--- config.mk ---
export PLATFORM = sky130hd
export DESIGN_NAME = fltm_ctrl
export DESIGN_NICKNAME = d
export VERILOG_FILES = /design/src/design/fltm_pkg.sv /design/src/design/fltm_ctrl.sv
export SDC_FILE = /design/constraint.sdc
export NUM_CORES = 1
export LEC_CHECK = 0
export ABC_AREA = 1
export BUFFER_PORTS_ARGS = -buffer_cell sky130_fd_sc_hd__clkbuf_2
export CAP_MARGIN = 10
export CORE_AREA = 2 2 39 41
export DETAILED_ROUTE_END_ITERATION = 16
export DIE_AREA = 0 0 41 43
export SYNTH_ARGS = -nofsm -noshare
export SYNTH_HDL_FRONTEND = slang
export SYNTH_SLANG_ARGS = --single-unit
--- constraint.sdc ---
create_clock -name clock -period 2.75 [get_ports clock]
set_input_delay 0.55 -clock clock [delete_from_list [all_inputs] [get_ports clock]]
set_output_delay 0.55 -clock clock [all_outputs]
set_load 0.005 [all_outputs]
--- src/design/fltm_pkg.sv ---
`default_nettype none

package fltm_pkg;

   // Table store geometry.
   localparam int TABLE_COUNT       = 64;
   localparam int ENTRIES_PER_TABLE = 512;
   localparam int IDX_W             = $clog2(ENTRIES_PER_TABLE);
   localparam int TBL_W             = $clog2(TABLE_COUNT);
   localparam int NF_W              = $clog2(TABLE_COUNT + 1);
   localparam int ADDR_W            = TBL_W + IDX_W;
   localparam int DEPTH             = TABLE_COUNT * ENTRIES_PER_TABLE;

   // Field widths.
   localparam int VP_W     = 36;
   localparam int PAGE_W   = 40;
   localparam int ENTRY_W  = 43;
   localparam int STATUS_W = 2;
   localparam int LVL_W    = 2;

   // Entry flag positions.
   localparam int BIT_PRESENT = 40;
   localparam int BIT_WRITE   = 41;
   localparam int BIT_USER    = 42;

   typedef enum logic [STATUS_W-1:0] {
      STATUS_OK         = 2'd0,
      STATUS_NOT_MAPPED = 2'd1,
      STATUS_NO_TABLES  = 2'd2
   } status_type;

   typedef enum logic {
      REQ_MAP    = 1'b0,
      REQ_LOOKUP = 1'b1
   } req_kind_type;

   typedef enum logic [1:0] {
      SRC_ZERO,
      SRC_READ,
      SRC_LEAF
   } res_src_type;

   typedef enum logic [2:0] {
      ST_CLEAR,
      ST_IDLE,
      ST_READ,
      ST_CHECK,
      ST_ALLOC,
      ST_LEAF,
      ST_FINISH
   } state_type;

   typedef struct packed {
      logic        clear_wr;
      logic        capture;
      logic        rd_issue;
      logic        follow;
      logic        alloc;
      logic        leaf_wr;
      logic        res_load;
      status_type  res_status;
      res_src_type res_src;
      logic        load_rsp;
   } cmd_type;

   typedef struct packed {
      logic clear_last;
      logic is_lookup;
      logic present;
      logic lvl_two;
      logic lvl_three;
      logic no_room;
      logic out_free;
   } stat_type;

endpackage

`default_nettype wire

--- src/design/fltm_ctrl.sv ---
`default_nettype none

module fltm_ctrl (
   input  wire logic               clock,
   input  wire logic               reset,
   input  wire logic               req_valid,
   output logic                    req_stall,
   input  wire fltm_pkg::stat_type st,
   output fltm_pkg::cmd_type       cmd
);
   import fltm_pkg::*;

   state_type state_ff;
   state_type state_in;

   always_ff @(posedge clock) begin
      if (reset) begin
         state_ff <= ST_CLEAR;
      end else begin
         state_ff <= state_in;
      end
   end

   always_comb begin
      state_in = state_ff;
      cmd      = '0;
      unique case (state_ff)
         ST_CLEAR: begin
            cmd.clear_wr = 1'b1;
            if (st.clear_last) state_in = ST_IDLE;
         end
         ST_IDLE: begin
            if (req_valid) begin
               cmd.capture = 1'b1;
               state_in    = ST_READ;
            end
         end
         ST_READ: begin
            cmd.rd_issue = 1'b1;
            state_in     = ST_CHECK;
         end
         ST_CHECK: begin
            priority if (st.lvl_three) begin
               cmd.res_load   = 1'b1;
               cmd.res_status = STATUS_OK;
               cmd.res_src    = SRC_READ;
               state_in       = ST_FINISH;
            end else if (st.present) begin
               cmd.follow = 1'b1;
               state_in   = (st.lvl_two && !st.is_lookup) ? ST_LEAF : ST_READ;
            end else if (st.is_lookup) begin
               cmd.res_load   = 1'b1;
               cmd.res_status = STATUS_NOT_MAPPED;
               cmd.res_src    = SRC_ZERO;
               state_in       = ST_FINISH;
            end else if (st.no_room) begin
               cmd.res_load   = 1'b1;
               cmd.res_status = STATUS_NO_TABLES;
               cmd.res_src    = SRC_ZERO;
               state_in       = ST_FINISH;
            end else begin
               state_in = ST_ALLOC;
            end
         end
         ST_ALLOC: begin
            cmd.alloc = 1'b1;
            if (st.lvl_two) state_in = ST_LEAF;
         end
         ST_LEAF: begin
            cmd.leaf_wr    = 1'b1;
            cmd.res_load   = 1'b1;
            cmd.res_status = STATUS_OK;
            cmd.res_src    = SRC_LEAF;
            state_in       = ST_FINISH;
         end
         ST_FINISH: begin
            if (st.out_free) begin
               cmd.load_rsp = 1'b1;
               state_in     = ST_IDLE;
            end
         end
         default: begin
            state_in = ST_IDLE;
         end
      endcase
   end

   assign req_stall = (state_ff != ST_IDLE);

endmodule

`default_nettype wire

==> impl_metrics.xml <==
<?xml version="1.0" encoding="UTF-8"?>
<metrics>
  <group name="floorplanning">
    <metric name="ios" unit="">23</metric>
    <metric name="rows" unit="">14</metric>
    <metric name="start_util" unit="">0.255</metric>
    <metric name="die_area" unit="um^2">1760</metric>
    <metric name="die_width" unit="um">41</metric>
    <metric name="dieHeight" unit="um">43</metric>
    <metric name="core_area" unit="um^2">1380</metric>
  </group>
  <group name="yosys">
    <metric name="synth.area.top_cells" unit="">sky130_fd_sc_hd__nand2_1 21%, sky130_fd_sc_hd__dfxtp_1 17%, sky130_fd_sc_hd__inv_1 14%, sky130_fd_sc_hd__nand3_1 13%, sky130_fd_sc_hd__nor2_1 9.6%</metric>
    <metric name="yosysSeqAreaShare" unit="">0.170</metric>
    <metric name="synthDominantCellAreaShare" unit="">0.213</metric>
    <metric name="syn_nets" unit="">79</metric>
    <metric name="synth_seq_cells" unit="">3</metric>
    <metric name="yosys.area.top_type" unit="">sky130_fd_sc_hd__nand2_1</metric>
    <metric name="syn-instance-count" unit="">69</metric>
    <metric name="syn-cell-area" unit="um^2">353</metric>
    <metric name="syn_avg_cell_area" unit="um^2">5.11</metric>
    <metric name="synth_cell_type_count" unit="">12</metric>
    <metric name="synth_warnings" unit="">0</metric>
  </group>
  <group name="final_layout">
    <metric name="layout_common_cells" unit="">22 x sky130_fd_sc_hd__clkbuf_2, 20 x sky130_fd_sc_hd__nand2_1, 13 x sky130_fd_sc_hd__inv_1, 9 x sky130_fd_sc_hd__nor2_1, 9 x sky130_fd_sc_hd__nand3_1</metric>
    <metric name="largest_register_ffs" unit="">3</metric>
    <metric name="registers.top_by_ff_count" unit="">state_ff</metric>
    <metric name="num_antenna_cells" unit="">0</metric>
    <metric name="final_layout_size_suffix_gt1_frac" unit="">0.293</metric>
    <metric name="fin_nets" unit="">103</metric>
    <metric name="top_regs" unit="">state_ff x3</metric>
    <metric name="layout-area-overhead-vs-synth" unit="%">37.9</metric>
    <metric name="final.fill_count" unit="">159</metric>
    <metric name="final_common_cell" unit="">sky130_fd_sc_hd__clkbuf_2</metric>
  </group>
  <group name="flow_run">
    <metric name="max_cap_violations" unit="">0</metric>
  </group>
  <group name="setup_path">
    <metric name="arrival" unit="ps">1480</metric>
    <metric name="r2r-start" unit="">state_ff[2]$_SDFFE_PP0P_</metric>
    <metric name="r2r.worst_path.cells" unit="">7</metric>
    <metric name="sort_of_element_at_the_start_of_the_critical_path" unit="">flop</metric>
    <metric name="maximum_net_fanout_on_the_critical_path" unit="">10</metric>
    <metric name="data_required_critical_path" unit="ps">2200</metric>
    <metric name="path_class" unit="">flop to output port</metric>
    <metric name="timing.rr.end" unit="">state_ff[0]$_SDFFE_PP0P_</metric>
    <metric name="ff2ff_setup_slack" unit="ps">1430</metric>
    <metric name="setup.worst_path.end_class" unit="">output port</metric>
  </group>
  <group name="route">
    <metric name="route.detailed.vias_per_inst" unit="">4.38</metric>
    <metric name="number_of_design_rule_violations_left_after_detail_routing" unit="">0</metric>
    <metric name="wire_per_inst" unit="um">8.15</metric>
    <metric name="antenna_violating_nets_left" unit="">0</metric>
    <metric name="drtPass1Iterations" unit="">4</metric>
    <metric name="drt_iter0_drc" unit="">7</metric>
    <metric name="detail_route.wirelength" unit="um">880</metric>
    <metric name="routed-via-count" unit="">473</metric>
  </group>
  <group name="global_routing">
    <metric name="grt_antenna_before_repair" unit="">0</metric>
    <metric name="grt_pass1_vias" unit="">374</metric>
    <metric name="pin_count_of_the_biggest_net_entering_global_routing" unit="">12</metric>
    <metric name="grt_pass1_wl" unit="um">1370</metric>
    <metric name="overflow" unit="">0</metric>
    <metric name="groute.usage.overall" unit="">0.112</metric>
  </group>
  <group name="power_and_ir_drop">
    <metric name="power_leakage" unit="nW">0.304</metric>
    <metric name="flop_pwr_share" unit="">0.282</metric>
    <metric name="pwr_density_cell" unit="nW/um^2">530</metric>
    <metric name="internal-power" unit="mW">0.154</metric>
    <metric name="peakVddDrop" unit="uV">318</metric>
    <metric name="pwr-share-comb" unit="">0.421</metric>
    <metric name="power.switching_fraction" unit="">0.404</metric>
    <metric name="post-layout-total-power" unit="mW">0.258</metric>
    <metric name="net-switching-power" unit="mW">0.104</metric>
    <metric name="p_clk_frac" unit="">0.297</metric>
  </group>
  <group name="clock_network">
    <metric name="holdBufCountCts" unit="">0</metric>
    <metric name="cts.path.max_buffers" unit="">2</metric>
    <metric name="cts_tree" unit="">yes</metric>
    <metric name="clk_pin_slew_worst_paths" unit="ps">40</metric>
    <metric name="cts_made_buffers" unit="">3</metric>
    <metric name="clock_tree.root_cell" unit="">sky130_fd_sc_hd__clkbuf_4</metric>
    <metric name="cts-resized-gates" unit="">0</metric>
    <metric name="cts_htree_levels" unit="">1</metric>
    <metric name="cts_setup_buffers" unit="">0</metric>
    <metric name="clock_insertion_delay_worst_skew" unit="ps">230</metric>
    <metric name="clock_sink_total" unit="">3</metric>
  </group>
  <group name="place">
    <metric name="gp_congestion" unit="">0.809</metric>
    <metric name="dp_hpwl" unit="um">709</metric>
    <metric name="port_buffers" unit="">22</metric>
  </group>
  <group name="timing">
    <metric name="fin_setup_tns" unit="ps">0</metric>
    <metric name="max_freq" unit="GHz">0.493</metric>
    <metric name="worst-slew-pin-transition" unit="ps">376</metric>
    <metric name="grt_setup_unrepaired" unit="">no</metric>
    <metric name="finalCritPeriodShare" unit="">0.737</metric>
    <metric name="slew_headroom" unit="">0.749</metric>
    <metric name="setup_violations_final" unit="">0</metric>
    <metric name="final.min_clock_period" unit="ps">2030</metric>
    <metric name="final.setup_skew" unit="ps">4.24</metric>
    <metric name="final-max-slew-violation-count" unit="">0</metric>
    <metric name="finalHoldViolCount" unit="">0</metric>
  </group>
  <group name="worst_hold_path">
    <metric name="worst_hold_path.endpoint" unit="">state_ff[1]$_SDFFE_PP0P_</metric>
    <metric name="whs_path_depth" unit="">2</metric>
    <metric name="hold_start" unit="">reset</metric>
    <metric name="worstHoldPathType" unit="">input port to flop</metric>
  </group>
  <group name="outcome">
    <metric name="status" unit="">completed</metric>
  </group>
</metrics>
==> how the worst max path moves through the flow <==
stage | startpoint | to | cells past startpoint
global route | state_ff[0]$_SDFFE_PP0P_ | cmd[4] | 5
detailed placement | state_ff[0]$_SDFFE_PP0P_ | cmd[4] | 5
global placement | state_ff[0]$_SDFFE_PP0P_ | cmd[4] | 5
CTS | state_ff[0]$_SDFFE_PP0P_ | cmd[4] | 5
floorplan | state_ff[0]$_SDFFE_PP0P_ | cmd[4] | 5
finish | state_ff[0]$_SDFFE_PP0P_ | cmd[4] | 5
==> power groups by stage <==
stage                     sequential [mW]  combinational (mW)  clock [mW]
final                              0.0727               0.109      0.0766
after global routing               0.0760               0.130      0.0872
after CTS                          0.0725               0.110      0.0799
after detailed placement           0.0733               0.109           0
after global placement             0.0719               0.110           0
after floorplan                    0.0585              0.0893           0
==> worst max-delay path: stages (launching register included) <==
cell and delay (ps):
sky130_fd_sc_hd__dfxtp_1 490, sky130_fd_sc_hd__nand2_1 150, sky130_fd_sc_hd__nor2_2 180, sky130_fd_sc_hd__nand2_1 90, sky130_fd_sc_hd__nor4_1 170, sky130_fd_sc_hd__clkbuf_2 150
==> cells in the mapped netlist <==
| cell type | instances |
|---|---|
| sky130_fd_sc_hd__nor3_2 | 1 |
| sky130_fd_sc_hd__a21oi_1 | 3 |
| sky130_fd_sc_hd__nand2_1 | 20 |
| sky130_fd_sc_hd__dfxtp_1 | 3 |
| sky130_fd_sc_hd__nor3_1 | 4 |
| sky130_fd_sc_hd__o21ai_0 | 2 |
| sky130_fd_sc_hd__nor4_1 | 1 |
| sky130_fd_sc_hd__nor2_1 | 9 |
| sky130_fd_sc_hd__inv_1 | 13 |
| sky130_fd_sc_hd__nor2_2 | 1 |
| sky130_fd_sc_hd__nand3_1 | 9 |
| sky130_fd_sc_hd__buf_4 | 3 |
==> cells by family after synthesis <==
| group | count (synthesis) | share of synthesized area |
|---|---|---|
| AO/OA/AOI/OAI | 5 | 0.0709 |
| buffers and inverters | 16 | 0.202 |
| flip-flops | 3 | 0.170 |
| AND/OR/NAND/NOR | 45 | 0.557 |
==> final cells by class <==
| cell class | count | area, um^2 | area share |
|---|---|---|---|
| clock buffers | 4 | 26.3 | 0.0540 |
| inverters | 13 | 48.8 | 0.100 |
| multi-input cells | 50 | 221 | 0.455 |
| flip-flops and latches | 3 | 60.1 | 0.123 |
| well taps | 16 | 20.0 | 0.0411 |
| repair buffers | 22 | 110 | 0.226 |
==> per-layer routing <==
metal,track usage,up-vias,part of all wire
met5,0,-,0
met4,0.0200,0,0
met3,0.0471,0,0.080
met2,0.175,17,0.43
met1,0.141,196,0.49
li1,-,260,-
==> per-stage QoR <==
stage	cell area, um^2	setup slack [ps]	hold slack [ps]	util	cells
6_report	487	722	507	0.352	108
5_1_grt	487	529	501	0.352	108
4_1_cts	487	719	505	0.352	108
3_5_place_dp	460	974	627	0.333	104
3_3_place_gp	460	1000	616	0.333	104
2_1_floorplan	353	1240	567	-	69
(Power assumes the default switching activity.)
